[src/hw/rtl/tpl_pkg.sv]
`default_nettype none
// ----------------------------------------------------------------------------
// tpl_pkg
// Types and constants shared by the tile map pixel lookup block.
// ----------------------------------------------------------------------------
package tpl_pkg;

   localparam int PIX_W     = 16;   // pixel and origin coordinates
   localparam int DIFF_W    = 17;   // pixel minus origin, signed
   localparam int SIZE_W    = 11;   // tile size registers
   localparam int GRID_W    = 7;    // grid size registers
   localparam int LOCAL_W   = 10;   // coordinate inside a tile
   localparam int INDEX_W   = 29;   // tile index field of a cell word
   localparam int WORD_W    = 32;   // cell word
   localparam int CELL_W    = 6;    // write column and row
   localparam int CSR_AW    = 5;    // byte address of the register file
   localparam int CSR_DW    = 32;

   // cell word flag positions
   localparam int FLAG_X_BIT = 31;
   localparam int FLAG_Y_BIT = 30;
   localparam int FLAG_D_BIT = 29;

   // register indexes (word address bits)
   localparam logic [2:0] REG_TILE_WIDTH   = 3'd0;
   localparam logic [2:0] REG_TILE_HEIGHT  = 3'd1;
   localparam logic [2:0] REG_GRID_COLUMNS = 3'd2;
   localparam logic [2:0] REG_GRID_ROWS    = 3'd3;
   localparam logic [2:0] REG_ORIGIN_X     = 3'd4;
   localparam logic [2:0] REG_ORIGIN_Y     = 3'd5;

   localparam logic REQ_WRITE  = 1'b0;
   localparam logic REQ_LOOKUP = 1'b1;

   typedef struct packed {
      logic                     req_type;
      logic [CELL_W-1:0]        cell_col;
      logic [CELL_W-1:0]        cell_row;
      logic [WORD_W-1:0]        cell_word;
      logic signed [PIX_W-1:0]  pixel_x;
      logic signed [PIX_W-1:0]  pixel_y;
   } req_beat_type;

   typedef struct packed {
      logic                     write_ok;
      logic                     hit;
      logic [INDEX_W-1:0]       tile_index;
      logic [LOCAL_W-1:0]       local_u;
      logic [LOCAL_W-1:0]       local_v;
   } rsp_type;

   typedef struct packed {
      logic [SIZE_W-1:0]        tile_width;
      logic [SIZE_W-1:0]        tile_height;
      logic [GRID_W-1:0]        grid_columns;
      logic [GRID_W-1:0]        grid_rows;
      logic signed [PIX_W-1:0]  origin_x;
      logic signed [PIX_W-1:0]  origin_y;
   } cfg_type;

   typedef enum logic [2:0] {
      ST_CLEAR,
      ST_IDLE,
      ST_WRITE,
      ST_SETUP,
      ST_DIVIDE,
      ST_CHECK,
      ST_READ,
      ST_FLIP
   } state_type;

endpackage
`default_nettype wire

[src/hw/rtl/tpl_csr.sv]
`default_nettype none
// ----------------------------------------------------------------------------
// tpl_csr
// APB-style register file holding tile size, grid size and map origin.
// ----------------------------------------------------------------------------
module tpl_csr (
   input  wire logic                       clock,
   input  wire logic                       reset,
   input  wire logic                       psel,
   input  wire logic                       penable,
   input  wire logic                       pwrite,
   input  wire logic [tpl_pkg::CSR_AW-1:0] paddr,
   input  wire logic [tpl_pkg::CSR_DW-1:0] pwdata,
   output logic      [tpl_pkg::CSR_DW-1:0] prdata,
   output logic                            pready,
   output tpl_pkg::cfg_type                cfg
);
   import tpl_pkg::*;

   cfg_type    cfg_ff, cfg_in;
   logic       wr_en;
   logic [2:0] reg_sel;

   assign pready  = 1'b1;
   assign wr_en   = psel & penable & pwrite;
   assign reg_sel = paddr[4:2];
   assign cfg     = cfg_ff;

   always_comb begin
      cfg_in = cfg_ff;
      if (wr_en) begin
         case (reg_sel)
            REG_TILE_WIDTH:   cfg_in.tile_width   = pwdata[SIZE_W-1:0];
            REG_TILE_HEIGHT:  cfg_in.tile_height  = pwdata[SIZE_W-1:0];
            REG_GRID_COLUMNS: cfg_in.grid_columns = pwdata[GRID_W-1:0];
            REG_GRID_ROWS:    cfg_in.grid_rows    = pwdata[GRID_W-1:0];
            REG_ORIGIN_X:     cfg_in.origin_x     = pwdata[PIX_W-1:0];
            REG_ORIGIN_Y:     cfg_in.origin_y     = pwdata[PIX_W-1:0];
            default:          cfg_in = cfg_ff;
         endcase
      end
   end

   always_ff @(posedge clock) begin
      if (reset) begin
         cfg_ff.tile_width   <= SIZE_W'(16);
         cfg_ff.tile_height  <= SIZE_W'(16);
         cfg_ff.grid_columns <= GRID_W'(64);
         cfg_ff.grid_rows    <= GRID_W'(64);
         cfg_ff.origin_x     <= '0;
         cfg_ff.origin_y     <= '0;
      end else begin
         cfg_ff <= cfg_in;
      end
   end

   always_comb begin
      case (reg_sel)
         REG_TILE_WIDTH:   prdata = CSR_DW'(cfg_ff.tile_width);
         REG_TILE_HEIGHT:  prdata = CSR_DW'(cfg_ff.tile_height);
         REG_GRID_COLUMNS: prdata = CSR_DW'(cfg_ff.grid_columns);
         REG_GRID_ROWS:    prdata = CSR_DW'(cfg_ff.grid_rows);
         REG_ORIGIN_X:     prdata = CSR_DW'($unsigned(cfg_ff.origin_x));
         REG_ORIGIN_Y:     prdata = CSR_DW'($unsigned(cfg_ff.origin_y));
         default:          prdata = '0;
      endcase
   end

endmodule
`default_nettype wire

[config.mk]
export PLATFORM = sky130hd
export DESIGN_NAME = tpl_csr
export DESIGN_NICKNAME = d
export VERILOG_FILES = /design/src/hw/rtl/tpl_pkg.sv /design/src/hw/rtl/tpl_csr.sv
export SDC_FILE = /design/constraint.sdc
export NUM_CORES = 1
export LEC_CHECK = 0
export ABC_AREA = 1
export BUFFER_PORTS_ARGS = -buffer_cell sky130_fd_sc_hd__buf_2
export CORE_ASPECT_RATIO = 2
export CORE_UTILIZATION = 40
export CTS_CLUSTER_DIAMETER = 150
export DETAILED_ROUTE_END_ITERATION = 12
export GPL_TIMING_DRIVEN = 0
export HOLD_SLACK_MARGIN = 0.12
export PLACE_DENSITY = 0.71
export SETUP_SLACK_MARGIN = 0.15
export SKIP_LAST_GASP = 1
export SYNTH_ARGS = -nofsm -noshare
export SYNTH_HDL_FRONTEND = slang
export SYNTH_SLANG_ARGS = --single-unit
[constraint.sdc]
create_clock -name clock -period 1.6 [get_ports clock]
set_input_delay 0.16 -clock clock [delete_from_list [all_inputs] [get_ports clock]]
set_output_delay 0.16 -clock clock [all_outputs]
set_load 0.02 [all_outputs]
Word level (Yosys, flattened, before mapping) --
Cells that the tools add are included.
Word-level totals: register bits 68, latch bits 0, RAM bits 0, memory bits (read-only) 0, memories 0
Operators by class: $add $sub $neg 0, multipliers 0, divide/modulo/power cells 0, order comparisons 0, equal/unequal tests 5, shift-type cells 0, multiplexer cells 1, bitwise logic cells 2, reduce and logical (&&, ||, !) cells 7
Operators by type and width (count):
- one-hot mux 16 bit (6 select lines) | 1
- AND reduction 2 bit | 6
- equality test 3 x 2 -> 1 bit (second input constant) | 2
- equality test 3 bit (second input constant) | 2
- equality test 3 x 1 -> 1 bit (second input constant) | 1
- logical NOT 3 bit | 1
- AND 1 bit | 2

Longest topological paths before layout --
depth in word-level cells 3, gate-level depth with buffers 8

Worst setup path before layout --
OpenSTA, ideal clock, no wires.
kind input -> output, start input paddr[3] (netlist bit), end output prdata[11] (netlist bit), arrival time 1.006 ns, required time 1.440 ns, setup slack 0.434 ns, cell stages on the path 7, buffers on the path 2, cell sequence buf_6 > inv_4 > nand2_2 > nor2_8 > buf_6 > nand2_1 > o21ai_1
On the way: cells in the longest elaborated chain, start to end 2, elaborated cells on any way between the ends 7, those cells by class 5 x eq/ne; 1 x mux; 1 x reduce/logical
Ends and longest elaborated chain:
- start: declaration | RTL line tpl_csr.sv:12 | input wire logic [tpl_pkg::CSR_AW-1:0] paddr,
- equality test 3 bit, or another cell as far along | RTL line tpl_csr.sv:58 | case (reg_sel)
- one-hot mux 16 bit (6 select lines) (*) | RTL line tpl_csr.sv:58
- end: declaration | RTL line tpl_csr.sv:14 | output logic [tpl_pkg::CSR_DW-1:0] prdata,
Mark *: on every way between the ends. The rest lies on a longest branch, timed or not.

Worst setup path after layout --
start register cfg_ff (netlist bit cfg[2]), end output prdata[2] (netlist bit)
On the way: cells in the longest elaborated chain, start to end 1
Ends and longest elaborated chain:
- start: declaration | RTL line tpl_csr.sv:20 | cfg_type cfg_ff, cfg_in;
- start signal: assignment | RTL line tpl_csr.sv:53 | cfg_ff <= cfg_in;
- one-hot mux 16 bit (6 select lines) | RTL line tpl_csr.sv:58
Every way passes these cells.

==> results.json <==
{
  "final_period_minus_worst_setup_slack_ns": 1.43,
  "detail_route.vias_per_cell": 5.02,
  "tritoncts_num_sinks": 68,
  "worst_ep_required_time_ns": 1.44,
  "std_cell_rows": 48,
  "remaining_drc_errors": 0,
  "area_growth_pct": 29.6,
  "worst_setup_path_end_kind": "output port",
  "total_power_mw": 4.17,
  "min_path_type": "in2reg",
  "setup_viol_count_final": 0,
  "timing.setup.tns_ns": 0,
  "synth.lib_cells_used.distinct": 23,
  "ant_nets": 0,
  "max_freq_mhz": 700,
  "largest_reg_flops": 68,
  "fin_nets": 742,
  "drv_cap": 0,
  "cellLeakagePower_nw": 2.47,
  "vdd_ir_drop_max_uv": 571,
  "die_height_um": 137,
  "syn-mean-instance-area_um2": 6.41,
  "setup.worst_path.class": "reg2out",
  "wl_per_cell_um": 15.3,
  "buffers_on_ports": 105,
  "routed_wirelength_mm": 12.3,
  "dr.first_iter.drc_count": 296,
  "mostFrequentLayoutCell": "nand2_1",
  "htreeDepth": 3,
  "place_congestion": 0.947,
  "synthesis.yosys.warnings": 0,
  "grt_first_pass_wirelength_mm": 17.9,
  "grt_antenna_before_repair": 0,
  "critical_path_arrival_ns": 1.27,
  "syn-instance-count": 566,
  "synth.cell_area_um2": 3630,
  "clock_tree_buffer_depth": 2,
  "io_pins": 143,
  "clock_tree.root_cell": "clkbuf_16",
  "cts.clk_slew.worst_paths_ns": 0.06,
  "cts_tree": "built",
  "cts_setup_buffers": 0,
  "worst-path-max-fanout": 3,
  "grt_overflow_total": 0,
  "final_cell_mix": "nand2_1 (163), nor2_1 (132), buf_2 (114), dfxtp_1 (67), nand3_1 (62)",
  "synth-seq-cells": 68,
  "grt_usage_pct": 25.2,
  "hold_viol_final": 0,
  "layout-drive-gt1-share_pct": 27.0,
  "power.density_cell_area_nw_per_um2": 886,
  "first_pass_iters": 4,
  "layout_setup_ws_ns": 0.172,
  "place.detailed.hpwl_mm": 9.31,
  "run_status": "finished, final reports clean",
  "yosysSeqAreaShare_pct": 37.5,
  "grt_max_degree": 12,
  "first_global_vias": 3638,
  "cts_buffers": 9,
  "setup_repair_after_global_routing_missed_its_margin": "true",
  "final_max_slew_viol_count": 0,
  "antenna-diode-count": 0,
  "floorplan.die.width_um": 69.4,
  "fp.coreArea_um2": 8710,
  "floorplan.initialDensity_pct": 41.7,
  "die-area_um2": 9480,
  "post-route-period-util_pct": 89.3,
  "worstSkewPairLatency_ns": 0.34,
  "detailroute.via_count": 4040,
  "final_setup_skew_ns": 0,
  "critPathLaunchType": "register",
  "dpl_ws_ns": 0.113
}
[cells in the mapped netlist]
| cell | instances | area [um^2] |
|---|---|---|
| o21ai_0 | 4 | 20.0 |
| o21ai_1 | 5 | 25.0 |
| clkbuf_1 | 2 | 7.51 |
| buf_4 | 25 | 188 |
| nand4_1 | 18 | 113 |
| buf_2 | 11 | 55.1 |
| nor2_4 | 5 | 56.3 |
| inv_4 | 1 | 6.26 |
| clkinv_1 | 6 | 22.5 |
| nand3_2 | 1 | 10.0 |
| nor2_8 | 2 | 40.0 |
| inv_2 | 3 | 11.3 |
| buf_1 | 5 | 18.8 |
| nand2_1 | 165 | 619 |
| dfxtp_1 | 68 | 1360 |
| nand3_4 | 1 | 17.5 |
| nor2_2 | 3 | 18.8 |
| buf_6 | 7 | 78.8 |
| inv_1 | 31 | 116 |
| nor2_1 | 137 | 514 |
| nand3_1 | 62 | 310 |
| conb_1 | 2 | 7.51 |
| nand2_2 | 2 | 12.5 |
[timing repair]
item,in CTS,in global routing
setup endpoints to repair,7,10
pin swaps,0,3
endpoints found under the hold margin,4,0
cloned,0,1
gates resized for setup,5,13
hold buffers,2,0
[kinds of logic (layout without fill, tap and decap cells)]
kind of cell | Yosys count | after routing | synth area share [%]
other | 2 | 17 | 0.207
and+or+nand+nor | 396 | 397 | 47.2
DFF | 68 | 68 | 37.5
buffers and inverters | 91 | 214 | 13.9
AOI/OAI and AO/OA | 9 | 9 | 1.24
[metal layers]
metal  track usage, %  up-vias  part of all wire, %
met1             23.2     1841                   34
met3             4.42       43                  5.3
met2             46.7      168                   54
met5                0        -                    0
met4             22.1        0                  6.9
li1                 -     1988                    -
[metrics by stage]
stage	utilization, %	cell area [um^2]	std cells	hold slack (ns)
6_report	54.0	4700	805	0.148
5_1_grt	54.0	4700	805	0.160
4_1_cts	53.4	4650	804	0.139
3_5_place_dp	49.8	4340	786	0.431
3_3_place_gp	49.8	4340	786	0.422
2_1_floorplan	-	3690	581	0.286
[worst paths after layout]
check / startpoint / end / slack [ns] / cells past startpoint
setup / recovery: cfg[2] / prdata[2] / 0.17 / 5
hold / removal: pwdata[13] / cfg[13] / 0.15 / 5
setup reg to reg: cfg[45] / cfg[45] / 0.97 / 2
hold reg to reg: cfg[12] / cfg[12] / 0.50 / 2
[power breakdown]
part           switching [mW]  internal, mW  total (mW)
Clock                   0.735          1.20        1.93
Combinational           0.338         0.161       0.499
Sequential             0.0201          1.72        1.74
Total                    1.09          3.08        4.17
[final cells by class]
| class | instances | area [um^2] |
|---|---|---|
| Inverter | 41 | 159 |
| Timing Repair Buffer | 107 | 546 |
| Buffer | 50 | 358 |
| Clock buffer | 11 | 233 |
| Tap cell | 100 | 125 |
| Sequential cell | 68 | 1360 |
| Fill cell | 890 | 4000 |
| Clock inverter | 5 | 52.6 |
| Multi-Input combinational cell | 423 | 1870 |
[worst max-delay path, stage by stage (launching register included)]
cell and delay [ns]:
dfxtp_1 0.34, nand4_1 0.10, nand2_1 0.08, nor2_2 0.19
nand2_1 0.07, buf_2 0.16
Note: power is estimated with default switching activity, not from simulation.
