## src/hw/rtl/tpl_pkg.sv

```systemverilog
`default_nettype none
// ----------------------------------------------------------------------------
// tpl_pkg
// Types and constants shared by the tile map pixel lookup block.
// ----------------------------------------------------------------------------
package tpl_pkg;

   localparam int PIX_W     = 16;   // pixel and origin coordinates
   localparam int DIFF_W    = 17;   // pixel minus origin, signed
   localparam int SIZE_W    = 11;   // tile size registers
   localparam int GRID_W    = 7;    // grid size registers
   localparam int LOCAL_W   = 10;   // coordinate inside a tile
   localparam int INDEX_W   = 29;   // tile index field of a cell word
   localparam int WORD_W    = 32;   // cell word
   localparam int CELL_W    = 6;    // write column and row
   localparam int CSR_AW    = 5;    // byte address of the register file
   localparam int CSR_DW    = 32;

   // cell word flag positions
   localparam int FLAG_X_BIT = 31;
   localparam int FLAG_Y_BIT = 30;
   localparam int FLAG_D_BIT = 29;

   // register indexes (word address bits)
   localparam logic [2:0] REG_TILE_WIDTH   = 3'd0;
   localparam logic [2:0] REG_TILE_HEIGHT  = 3'd1;
   localparam logic [2:0] REG_GRID_COLUMNS = 3'd2;
   localparam logic [2:0] REG_GRID_ROWS    = 3'd3;
   localparam logic [2:0] REG_ORIGIN_X     = 3'd4;
   localparam logic [2:0] REG_ORIGIN_Y     = 3'd5;

   localparam logic REQ_WRITE  = 1'b0;
   localparam logic REQ_LOOKUP = 1'b1;

   typedef struct packed {
      logic                     req_type;
      logic [CELL_W-1:0]        cell_col;
      logic [CELL_W-1:0]        cell_row;
      logic [WORD_W-1:0]        cell_word;
      logic signed [PIX_W-1:0]  pixel_x;
      logic signed [PIX_W-1:0]  pixel_y;
   } req_beat_type;

   typedef struct packed {
      logic                     write_ok;
      logic                     hit;
      logic [INDEX_W-1:0]       tile_index;
      logic [LOCAL_W-1:0]       local_u;
      logic [LOCAL_W-1:0]       local_v;
   } rsp_type;

   typedef struct packed {
      logic [SIZE_W-1:0]        tile_width;
      logic [SIZE_W-1:0]        tile_height;
      logic [GRID_W-1:0]        grid_columns;
      logic [GRID_W-1:0]        grid_rows;
      logic signed [PIX_W-1:0]  origin_x;
      logic signed [PIX_W-1:0]  origin_y;
   } cfg_type;

   typedef enum logic [2:0] {
      ST_CLEAR,
      ST_IDLE,
      ST_WRITE,
      ST_SETUP,
      ST_DIVIDE,
      ST_CHECK,
      ST_READ,
      ST_FLIP
   } state_type;

endpackage
`default_nettype wire

```

## src/hw/rtl/tpl_divider.sv

```systemverilog
`default_nettype none
// ----------------------------------------------------------------------------
// tpl_divider
// Bit-serial restoring divider: one quotient bit per cycle.
// ----------------------------------------------------------------------------
module tpl_divider (
   input  wire logic                        clock,
   input  wire logic                        reset,
   input  wire logic                        load,
   input  wire logic [tpl_pkg::PIX_W-1:0]   dividend,
   input  wire logic [tpl_pkg::SIZE_W-1:0]  divisor,
   output logic                             done,
   output logic      [tpl_pkg::PIX_W-1:0]   quotient,
   output logic      [tpl_pkg::LOCAL_W-1:0] remainder
);
   import tpl_pkg::*;

   localparam int CNT_W = $clog2(PIX_W);

   logic                run_ff, run_in;
   logic [CNT_W-1:0]    count_ff, count_in;
   logic [PIX_W-1:0]    shift_ff, shift_in;
   logic [LOCAL_W-1:0]  rem_ff, rem_in;
   logic [SIZE_W-1:0]   div_ff, div_in;
   logic [SIZE_W-1:0]   trial;
   logic [SIZE_W-1:0]   diff;
   logic                fits;
   logic                last;

   // dividend bits leave at the top while quotient bits enter at the bottom
   assign trial = {rem_ff, shift_ff[PIX_W-1]};
   assign fits  = trial >= div_ff;
   assign diff  = trial - div_ff;
   assign last  = count_ff == CNT_W'(PIX_W - 1);

   assign done      = run_ff & last;
   assign quotient  = shift_ff;
   assign remainder = rem_ff;

   always_comb begin
      run_in   = run_ff;
      count_in = count_ff;
      shift_in = shift_ff;
      rem_in   = rem_ff;
      div_in   = div_ff;
      if (load) begin
         run_in   = 1'b1;
         count_in = '0;
         shift_in = dividend;
         rem_in   = '0;
         div_in   = divisor;
      end else if (run_ff) begin
         count_in = count_ff + CNT_W'(1);
         shift_in = {shift_ff[PIX_W-2:0], fits};
         rem_in   = fits ? diff[LOCAL_W-1:0] : trial[LOCAL_W-1:0];
         if (last) begin
            run_in = 1'b0;
         end
      end
   end

   always_ff @(posedge clock) begin
      if (reset) begin
         run_ff   <= 1'b0;
         count_ff <= '0;
      end else begin
         run_ff   <= run_in;
         count_ff <= count_in;
      end
   end

   always_ff @(posedge clock) begin
      shift_ff <= shift_in;
      rem_ff   <= rem_in;
      div_ff   <= div_in;
   end

endmodule
`default_nettype wire

```

## config.mk

```make
export PLATFORM = sky130hd
export DESIGN_NAME = tpl_divider
export DESIGN_NICKNAME = d
export VERILOG_FILES = /design/src/hw/rtl/tpl_pkg.sv /design/src/hw/rtl/tpl_divider.sv
export SDC_FILE = /design/constraint.sdc
export NUM_CORES = 1
export LEC_CHECK = 0
export ABC_AREA = 1
export BUFFER_PORTS_ARGS = -buffer_cell sky130_fd_sc_hd__buf_2
export CORE_UTILIZATION = 50
export CTS_CLUSTER_SIZE = 25
export DETAILED_ROUTE_END_ITERATION = 8
export PLACE_DENSITY = 0.75
export SYNTH_ARGS = -nofsm -noshare
export SYNTH_HDL_FRONTEND = slang
export SYNTH_SLANG_ARGS = --single-unit
```

## constraint.sdc

```tcl
create_clock -name clock -period 3.6 [get_ports clock]
set_clock_uncertainty 0.1 [all_clocks]
set_input_delay 0.9 -clock clock [delete_from_list [all_inputs] [get_ports clock]]
set_output_delay 0.9 -clock clock [all_outputs]
set_load 0.01 [all_outputs]
```

# Yosys cells after proc, flatten, opt, wreduce, memory -nomap -nowiden
# Cells that the tools add are included.
[totals] input_bits=30 ff_bits=42 output_inout_bits=27 elab_cells=18
[classes] n_mux=6 bitwise_logic=1 reduce_logical=2 add_sub_neg=2 magnitude_cmp=1 n_eq_ne=1
[ops] operator="$mux W16" count=2
[ops] operator="$ge A11 B11 Y1" count=1
[ops] operator="$mux W10" count=1
[ops] operator="$sub A10 B10 Y10" count=1
[ops] operator="$add A4 B1 Y4 const B" count=1
[ops] operator="$eq A4 B4 Y1 const B" count=1
[ops] operator="$mux W1" count=3
[ops] operator="$reduce_bool A2 Y1" count=1
[ops] operator="$reduce_or A2 Y1" count=1
[ops] operator="$and A1 B1 Y1" count=1

# Depth between registers and ports, before layout
# Gate-level depths: netlist (run 1).
[depth] ltp_word=4 ltp_mapped=13 ltp_nobuf=13

# Worst setup path after synthesis (run 1)
# OpenSTA, ideal clock, no wires.
[synth_timing] path_kind="input to register" startpoint="in load" endpoint="reg shift_ff[0] (netlist: quotient[0]) (enable)" setup_time_ns=0.337 arrival_ns=1.621 t_required_ns=3.163 stages=3 slack_ns=1.542 path_buffers=1 cell_sequence="buf_4 -> nor2_1 -> inv_1"
[synth_via] elab_chain_len=1
[synth_rtl] element="start, declared" line="tpl_divider.sv:9" rtl="input wire logic load,"
[synth_rtl] element="$reduce_bool A2 Y1 (no source line)"
[synth_rtl] element="end signal, assigned" line="tpl_divider.sv:73" rtl="shift_ff <= shift_in;"
[synth_rtl] element="end, declared" line="tpl_divider.sv:22" rtl="logic [PIX_W-1:0] shift_ff, shift_in;"
# No other way between the ends.
# A chain may end at the register's enable or synchronous reset.

# Final worst setup path (run 1)
[layout_timing] startpoint="reg div_ff[8]" endpoint="reg rem_ff[0] (netlist: remainder[0])"
[layout_via] elab_chain_len=2
[layout_rtl] element="start, declared" line="tpl_divider.sv:24" rtl="logic [SIZE_W-1:0] div_ff, div_in;"
[layout_rtl] element="start signal, assigned" line="tpl_divider.sv:75" rtl="div_ff <= div_in;"
[layout_rtl] element="$ge A11 B11 Y1" line="tpl_divider.sv:32" rtl="assign fits = trial >= div_ff;"
[layout_rtl] element="$mux W10" line="tpl_divider.sv:55" rtl="rem_in = fits ? diff[LOCAL_W-1:0] : trial[LOCAL_W-1:0];"
[layout_rtl] element="end signal, assigned" line="tpl_divider.sv:74" rtl="rem_ff <= rem_in;"
[layout_rtl] element="end, declared" line="tpl_divider.sv:23" rtl="logic [LOCAL_W-1:0] rem_ff, rem_in;"
# No other way between the ends.

==> impl_metrics.env, run 1 <==
export IMPL_post_cts_buffers=0
export IMPL_wl_met1_um=2330
export IMPL_synth_cell_types=28
export IMPL_dpl_hpwl_um=3640
export IMPL_whs_endpoint="remainder[9]"
export IMPL_place_ws_ps=1130
export IMPL_gp_congestion=0.868
export IMPL_drtPass1Iterations=6
export IMPL_setup_viol=0
export IMPL_postCtsHoldBufs=0
export IMPL_hold_violations=0
export IMPL_hold_start="remainder[9]"
export IMPL_overflow=0
export IMPL_antenna_found_initial=0
export IMPL_grt_pass1_wl_um=8440
export IMPL_post_cts_resized=0
export IMPL_top_layer="met4"
export IMPL_die_h_um=70.6
export IMPL_slew_headroom=0.480
export IMPL_status="complete, but fails checks"
export IMPL_pwr_density_cell_nw_per_um2=423
export IMPL_fin_ws_ps=1290
export IMPL_worst_slew_pin_transition_ps=779
export IMPL_path_class="reg2reg"
export IMPL_hold_path_class="reg2reg"
export IMPL_cts_tree="built"
export IMPL_drc=2
export IMPL_n_antenna_cell=0
export IMPL_ant_nets=0
export IMPL_p_leak_nw=1.51
export IMPL_synth_avg_cell_area_um2=7.92
export IMPL_root_buffer="clkbuf_8"
export IMPL_ir_drop_v=0.000303
export IMPL_vias=2062
export IMPL_core_area_um2=4440
export IMPL_reg2reg_to="remainder[0]"
export IMPL_insertion_delay_ps=300
export IMPL_wl_met3_um=222
export IMPL_wl_um=5030
export IMPL_track_usage=0.218
export IMPL_min_period_ps=2310
export IMPL_async_reset_ff_frac=0
export IMPL_ys_seq_area_frac=0.472
export IMPL_cts_htree_levels=2
export IMPL_tns_ps=0
export IMPL_io_pins=57
export IMPL_chipWidth_um=70.6
export IMPL_cts_sinks=42
export IMPL_ys_seq_elements=42
export IMPL_ys_warn_count=0
export IMPL_rrSetupSlack_ps=1290
export IMPL_critical_path_startpoint_type="register"
export IMPL_final_max_slew_viol_count=0
export IMPL_cts_clk_slew_worst_paths_ps=90
export IMPL_endpoint_kind="register"
export IMPL_rsz0062_at_grt="no"
export IMPL_r2r_cells=11
export IMPL_wl_per_cell_um=12.3
export IMPL_start_util=0.530
export IMPL_cp_arrival_ps=2440
export IMPL_dieArea_um2=4990
export IMPL_routed_via_density=5.03
export IMPL_grt_pass1_vias=1891
export IMPL_synthToLayoutAreaGrowth_pct=19.8
export IMPL_max_cap_viol_count=0
export IMPL_fp_row_count=24
export IMPL_drt_iter0_markers=121
export IMPL_worstPathMaxFanout=13
export IMPL_synthCells=297
export IMPL_layout_drive_gt1_share=0.215
export IMPL_syn_area_um2=2350
export IMPL_fin_crit_sh=0.642
export IMPL_synth_edf_count=27
export IMPL_final_nets=400
export IMPL_hold_depth=2
export IMPL_cp_required_ps=3730
export IMPL_clk_path_buf_depth=2
export IMPL_violations="design-rule violations"
export IMPL_wl_met2_um=2410
export IMPL_r2r_start="div_ff[8]"
export IMPL_grt_max_degree=29
export IMPL_max_freq_mhz=432
export IMPL_portBuffers=56
export IMPL_syn_nets=340
export IMPL_synth_top_flop_cell="edfxtp_1"
export IMPL_numCtsBuffers=5
[routing by layer]
| layer | track usage | vias to the layer above |
|---|---|---|
| met5 | 0 | - |
| met4 | 0.0733 | 0 |
| met2 | 0.360 | 48 |
| li1 | - | 1060 |
| met3 | 0.0527 | 7 |
| met1 | 0.284 | 947 |
[state kept, by name, indices dropped and copies added, names as in the netlist]
| signal | count |
|---|---|
| count_ff | 4 |
| remainder | 10 |
| div_ff | 11 |
| run_ff | 1 |
| quotient | 16 |
[layout make-up]
class                      instances  area, um^2
clock buffer                       6        82.6
clock inverter                     2        60.1
fill                             395        1630
inverter                          46         173
multi-input combinational        204        1030
sequential                        42        1110
tap                               52        65.1
timing repair buffer              58         295
[synthesized netlist by cell type, types with 2 or more instances]
library cell    n  area share
nand3_1        23       0.049
o21ai_0         2      0.0043
nor2_2          5       0.013
inv_1          45       0.072
nand2_1       117        0.19
nand3b_1        5       0.016
nor2_1          9       0.014
nand4_1         3      0.0080
o21ai_1         3      0.0064
edfxtp_1       27        0.34
ha_1           12       0.064
nor3_1          3      0.0064
clkbuf_1        2      0.0032
dfxtp_1        15        0.13
nand3_2         2      0.0085
nand2_2         3      0.0080
xnor2_1         2      0.0074
a21oi_1         7       0.015
buf_6           2      0.0096
a31oi_1         2      0.0053
[metrics by stage]
step | hold WS [ps] | power [W] | area, um^2 | std cells | utilization
after detailed placement | 376 | 0.000737 | 2680 | 402 | 0.602
after floorplan | 366 | 0.000676 | 2350 | 297 | -
after CTS | 389 | 0.00120 | 2820 | 410 | 0.634
after global placement | 367 | 0.000735 | 2680 | 402 | 0.602
final | 389 | 0.00119 | 2820 | 410 | 0.634
after global routing | 405 | 0.00124 | 2820 | 410 | 0.634
[logic make-up after synthesis]
family | synth area share
compound gates | 0.0346
flops | 0.472
simple gates | 0.321
buf+inv | 0.0893
xor+xnor | 0.0112
fa+ha+maj | 0.0723
[worst max-delay path, stage by stage, from the launching register on]
cell and delay (ps):
edfxtp_1 380, inv_1 70, ha_1 270, nand2_1 90
nand2_1 70, nand3_1 70, nand2_1 60, nor2_2 490
nand2_2 270, nand2_1 120, nand3_1 130, o21ai_1 130
[layout by cell type, fill, tap and decap left out, types with 5 or more instances in the layout]
cell and instances:
nand2_1 117, nand3_1 23, inv_1 45, buf_2 56, clkbuf_8 6, nor2_2 5, ha_1 12, a21oi_1 7
dfxtp_1 15, edfxtp_1 27, nor2_1 9, nand3b_1 5
[worst max path at each step]
stage	startpoint	end	cells past startpoint
final	div_ff[8]	remainder[0]	11
after detailed placement	load	quotient[0]	5
after floorplan	load	quotient[0]	3
after global placement	load	quotient[0]	5
after global routing	div_ff[8]	remainder[0]	11
after CTS	div_ff[8]	remainder[0]	11
[power by group]
| part | internal [W] | switching, W | total (W) | leakage (nW) |
|---|---|---|---|---|
| Combinational | 0.0000637 | 0.0000988 | 0.000162 | 1.05 |
| Clock | 0.000296 | 0.000168 | 0.000464 | 0.0714 |
| Sequential | 0.000550 | 0.0000166 | 0.000567 | 0.394 |
| Total | 0.000910 | 0.000283 | 0.00119 | 1.51 |
(Power assumes the default switching activity.)
==> inputs of run 2 (changes only) <==
==> constraint.sdc (replaced) <==
create_clock -name clock -period 2.2 [get_ports clock]
set_clock_uncertainty 0.1 [all_clocks]
set_input_delay 0.55 -clock clock [delete_from_list [all_inputs] [get_ports clock]]
set_output_delay 0.55 -clock clock [all_outputs]
set_load 0.01 [all_outputs]
==> run 2 against run 1 <==
  * The flow still finishes with violations (design-rule violations)
  * Sequential share of layout area rose by 0.21 points
  * First-iteration DRC count rose by 62%
  * Non-clock buffer count rose by 5
  * Cell count rose by 1.2%
  * Cell area fell by 0.53%
  * Sequential cell count did not move
  * Register-to-register slack got worse by 1100 ps
==> impl_metrics.env, run 2 (same netlist as run 1, synthesis figures left out) <==
export IMPL_placed_area_um2=2710
export IMPL_fp_row_count=24
export IMPL_tns_ps=0
export IMPL_drt_iter0_markers=196
export IMPL_drc=2
export IMPL_dpl_hpwl_um=3860
export IMPL_startpoint="remainder[5]"
export IMPL_cpPeakStageDelay_ps=380
export IMPL_max_cap_viol_count=0
export IMPL_cts_clk_slew_worst_paths_ps=80
export IMPL_cts_sinks=42
export IMPL_grt_pass1_wl_um=8650
export IMPL_layout_drive_gt1_share=0.226
export IMPL_p_leak_nw=1.51
export IMPL_final_max_slew_viol_count=0
export IMPL_start_util=0.530
export IMPL_stdcell_area_um2=2800
export IMPL_cp_arrival_ps=2140
export IMPL_worst_slew_pin_transition_ps=474
export IMPL_path_cells="ha_1 > nand2_2 > inv_1 > a21oi_1 > nand2_2 > nand2_4 > nand2_2 > nand2_1 > nand3_1 > o21ai_0"
export IMPL_layout_common_cells="nand2_1, buf_2, inv_1, edfxtp_1, nand3_1"
export IMPL_placed_cells_incl_taps=407
export IMPL_pwr_density_cell_nw_per_um2=606
export IMPL_clk_path_buf_depth=2
export IMPL_cts_tree="built"
export IMPL_critical_path_startpoint_type="register"
export IMPL_final_seq_area_um2=1110
export IMPL_largest_reg_flops=16
export IMPL_worstPathMaxFanout=13
export IMPL_post_cts_buffers=0
export IMPL_fill_cells=407
export IMPL_min_period_ps=2010
export IMPL_setup_viol=0
export IMPL_chipWidth_um=70.6
export IMPL_wl_per_cell_um=12.1
export IMPL_portBuffers=56
export IMPL_rsz0062_at_grt="no"
export IMPL_path_buf_inv=1
export IMPL_worst_path_max_delay_cell="ha_1"
export IMPL_reg2reg_to="remainder[3]"
export IMPL_endpoint_kind="register"
export IMPL_ant_nets=0
export IMPL_core_area_um2=4440
export IMPL_root_buffer="clkbuf_8"
export IMPL_hold_violations=0
export IMPL_status="complete, but fails checks"
export IMPL_crit_path_end="remainder[3]"
export IMPL_violations="design-rule violations"
export IMPL_final_cells=415
export IMPL_r2r_cells=10
export IMPL_die_h_um=70.6
export IMPL_max_freq_mhz=498
export IMPL_crit_cells=10
export IMPL_postCtsHoldBufs=0
export IMPL_grt_max_degree=22
export IMPL_gp_congestion=0.963
export IMPL_insertion_delay_ps=300
export IMPL_dieArea_um2=4990
export IMPL_rrSetupSlack_ps=190
export IMPL_overflow=0
export IMPL_grt_pass1_vias=1894
export IMPL_drtPass1Iterations=6
export IMPL_slew_headroom=0.683
export IMPL_n_antenna_cell=0
export IMPL_post_cts_resized=0
export IMPL_ir_drop_v=0.000480
export IMPL_numCtsBuffers=5
export IMPL_layout_commonest_cell="nand2_1"
export IMPL_crit_top_cell="nand2_2"
export IMPL_cp_required_ps=2330
export IMPL_synthToLayoutAreaGrowth_pct=19.1
export IMPL_r2r_start="remainder[5]"
export IMPL_hold_path_class="in2reg"
export IMPL_final_nets=405
export IMPL_cts_htree_levels=2
export IMPL_crit_family="simple AND/OR/NAND/NOR gates"
export IMPL_io_pins=57
export IMPL_vias=2050
export IMPL_multiInputGateArea_um2=1030
export IMPL_fin_crit_sh=0.913
export IMPL_antenna_found_initial=0
export IMPL_track_usage=0.223
export IMPL_path_class="reg2reg"
export IMPL_routed_via_density=4.94
export IMPL_wl_um=5030
## run 2: how the worst min path moves through the flow
stage / from / endpoint / slack [ps] / cells past startpoint
floorplan: count_ff[3] / run_ff / 370 / 1
global placement: remainder[9] / remainder[9] / 360 / 2
detailed placement: remainder[9] / remainder[9] / 360 / 2
CTS: divisor[9] / div_ff[9] / 310 / 1
global route: divisor[9] / div_ff[9] / 310 / 1
finish: divisor[9] / div_ff[9] / 320 / 1
## run 2: area by class of cell
class	instances	share of cell area
flip-flops and latches	42	0.396
multi-input cells	204	0.368
repair buffers	63	0.119
inverters	46	0.0616
clock buffers	5	0.0245
well taps	52	0.0232
clock inverters	3	0.00759
## run 2: per-layer routing
metal	track usage	up-vias	wire length, um
met3	0.0484	9	261
met2	0.342	65	2310
met4	0.0756	0	85
met5	0	-	0
li1	-	1075	-
met1	0.317	901	2370
## run 2: power breakdown
part | switching [W] | internal, W | leakage, nW
Sequential | 0.0000258 | 0.000900 | 0.394
Clock | 0.000278 | 0.000223 | 0.0441
Combinational | 0.000164 | 0.000108 | 1.07
Total | 0.000467 | 0.00123 | 1.51
## run 2: through the flow
step | hold slack (ps) | worst slack [ps] | power, W | utilization
finish | 318 | 191 | 0.00170 | 0.631
global route | 306 | 58.5 | 0.00178 | 0.631
CTS | 309 | 228 | 0.00171 | 0.631
detailed placement | 361 | 244 | 0.00121 | 0.611
global placement | 360 | 272 | 0.00121 | 0.611
floorplan | 366 | 373 | 0.00111 | -
## run 2: worst register-to-register path, stage by stage, from the launching register on
cell,delay [ps]
dfxtp_1,340
ha_1,380
nand2_2,120
inv_1,60
a21oi_1,230
nand2_2,120
nand2_4,160
nand2_2,170
nand2_1,100
nand3_1,60
o21ai_0,90
==> inputs of run 3 (changes only) <==
--- a/config.mk
+++ b/config.mk
@@ -6,11 +6,12 @@
 export NUM_CORES = 1
 export LEC_CHECK = 0
 export ABC_AREA = 1
-export BUFFER_PORTS_ARGS = -buffer_cell sky130_fd_sc_hd__buf_2
+export BUFFER_PORTS_ARGS = -buffer_cell sky130_fd_sc_hd__clkbuf_2
 export CORE_UTILIZATION = 50
 export CTS_CLUSTER_SIZE = 25
 export DETAILED_ROUTE_END_ITERATION = 8
 export PLACE_DENSITY = 0.75
+export REMOVE_ABC_BUFFERS = 1
 export SYNTH_ARGS = -nofsm -noshare
 export SYNTH_HDL_FRONTEND = slang
 export SYNTH_SLANG_ARGS = --single-unit
==> constraint.sdc (replaced) <==
create_clock -name clock -period 2.2 [get_ports clock]
set_clock_uncertainty 0.1 [all_clocks]
set_input_delay 0.33 -clock clock [delete_from_list [all_inputs] [get_ports clock]]
set_output_delay 0.33 -clock clock [all_outputs]
set_load 0.01 [all_outputs]
==> run 3 against run 2 <==
  * Largest cell class unchanged
  * Sequential power hardly changed
  * Fmax is 1.7% higher
  * Critical path type unchanged
  * Sequential share of layout area is 0.32 points lower
  * Highest routed layer unchanged
  * Clock power is 49% higher
  * The flow still finishes with violations (design-rule violations)
  * Worst hold slack worse by 210 ps
  * Register-to-register slack better by 30 ps
  * Worst setup slack better by 33 ps
  * Die area stayed put
  * Largest power group unchanged
  * Global-route usage is 1.1 points lower
  * Non-clock buffer count is 4 lower
  * Sequential cell count stayed put
==> impl_metrics.env, run 3 (same netlist as run 1, synthesis figures left out) <==
export IMPL_r2r_start="quotient[15]"
export IMPL_numCtsBuffers=5
export IMPL_cp_required_ps=2290
export IMPL_multiInputGateArea_um2=1030
export IMPL_drtPass1Iterations=6
export IMPL_final_max_slew_viol_count=0
export IMPL_track_usage=0.212
export IMPL_cts_clk_slew_worst_paths_ps=80
export IMPL_ant_nets=0
export IMPL_die_h_um=70.6
export IMPL_chipWidth_um=70.6
export IMPL_wl_um=4820
export IMPL_endpoint_kind="register"
export IMPL_largest_reg_flops=16
export IMPL_gp_congestion=0.947
export IMPL_dieArea_um2=4990
export IMPL_root_buffer="clkbuf_8"
export IMPL_reg2reg_to="remainder[8]"
export IMPL_rsz0062_at_grt="no"
export IMPL_internal_power_w=0.00149
export IMPL_holdWs_ps=105
export IMPL_critical_path_startpoint_type="register"
export IMPL_layout_commonest_cell="nand2_1"
export IMPL_routed_via_density=4.96
export IMPL_final_nets=401
export IMPL_portBuffers=56
export IMPL_max_cap_viol_count=0
export IMPL_hold_violations=0
export IMPL_cts_htree_levels=2
export IMPL_fp_row_count=24
export IMPL_wl_per_cell_um=11.7
export IMPL_clk_path_buf_depth=2
export IMPL_final_seq_area_um2=1110
export IMPL_fill_cells=389
export IMPL_postCtsHoldBufs=0
export IMPL_p_leak_nw=1.51
export IMPL_status="complete, but fails checks"
export IMPL_dpl_hpwl_um=3650
export IMPL_utilization=0.636
export IMPL_path_class="reg2reg"
export IMPL_vias=2037
export IMPL_hold_path_class="in2reg"
export IMPL_drt_iter0_markers=78
export IMPL_total_power_w=0.00193
export IMPL_antenna_found_initial=0
export IMPL_post_cts_resized=0
export IMPL_p_seq_frac=0.479
export IMPL_cts_tree="built"
export IMPL_crit_path_end="remainder[8]"
export IMPL_tns_ps=0
export IMPL_p_sw_w=0.000446
export IMPL_start_util=0.530
export IMPL_layout_drive_gt1_share=0.217
export IMPL_worstPathMaxFanout=4
export IMPL_synthToLayoutAreaGrowth_pct=20.1
export IMPL_post_cts_buffers=0
export IMPL_io_pins=57
export IMPL_pwr_share_clk=0.385
export IMPL_layout_common_cells="nand2_1, clkbuf_2, inv_1, edfxtp_1, nand3_1"
export IMPL_core_area_um2=4440
export IMPL_drc=4
export IMPL_fin_crit_sh=0.898
export IMPL_n_antenna_cell=0
export IMPL_grt_pass1_vias=1958
export IMPL_cp_arrival_ps=2070
export IMPL_violations="design-rule violations"
export IMPL_overflow=0
export IMPL_comb_power_share=0.136
export IMPL_swShare=0.231
export IMPL_setup_viol=0
export IMPL_grt_max_degree=24
export IMPL_worst_slew_pin_transition_ps=499
export IMPL_ir_drop_v=0.000473
export IMPL_startpoint="quotient[15]"
export IMPL_max_freq_mhz=506
export IMPL_slew_headroom=0.665
export IMPL_place_ws_ps=253
export IMPL_cts_sinks=42
export IMPL_fin_ws_ps=224
export IMPL_pwr_density_cell_nw_per_um2=684
export IMPL_insertion_delay_ps=290
export IMPL_r2r_cells=12
export IMPL_min_period_ps=1980
export IMPL_grt_pass1_wl_um=8360
export IMPL_rrSetupSlack_ps=220
==> run 3: layout make-up <==
| type | count | share of cell area |
|---|---|---|
| clock buffer | 6 | 0.0292 |
| clock inverter | 2 | 0.0212 |
| inverter | 46 | 0.0611 |
| multi-input combinational | 204 | 0.365 |
| sequential | 42 | 0.393 |
| tap | 52 | 0.0230 |
| timing repair buffer | 59 | 0.107 |
==> run 3: metal layers <==
metal,vias up,wire length [um],track usage
li1,1067,-,-
met1,906,2260,0.270
met2,56,2200,0.357
met3,8,255,0.0470
met4,0,93,0.0756
met5,-,0,0
==> run 3: worst min-delay path by stage <==
stage,cells after the start,slack (ps),end,start
floorplan,0,330,div_ff[0],divisor[0]
global placement,2,370,remainder[9],remainder[9]
detailed placement,2,370,remainder[9],remainder[9]
CTS,1,100,div_ff[2],divisor[2]
global route,1,90,div_ff[2],divisor[2]
finish,1,100,div_ff[2],divisor[2]
==> run 3: power by group through the flow <==
stage	Clock, W	Sequential [W]	Combinational, W
2_1_floorplan	0	0.000957	0.000144
3_3_place_gp	0	0.000944	0.000260
3_5_place_dp	0	0.000943	0.000263
4_1_cts	0.000755	0.000926	0.000264
5_1_grt	0.000786	0.000934	0.000298
6_report	0.000744	0.000926	0.000263
==> run 3: critical path: stages, from the launching register on <==
cell      delay (ps)
edfxtp_1         390
inv_1            100
ha_1             140
inv_1             90
fa_1             430
nand2_1           90
nand2_1           90
nand2_1          100
nand3b_1          80
nand2_1           80
nand2_1           50
nand3_1           70
nand2_1           50
==> run 3: per-stage QoR <==
step | cells | cell area, um^2
after floorplan | 292 | 2320
after global placement | 403 | 2680
after detailed placement | 403 | 2680
after CTS | 411 | 2830
after global routing | 411 | 2830
final | 411 | 2830
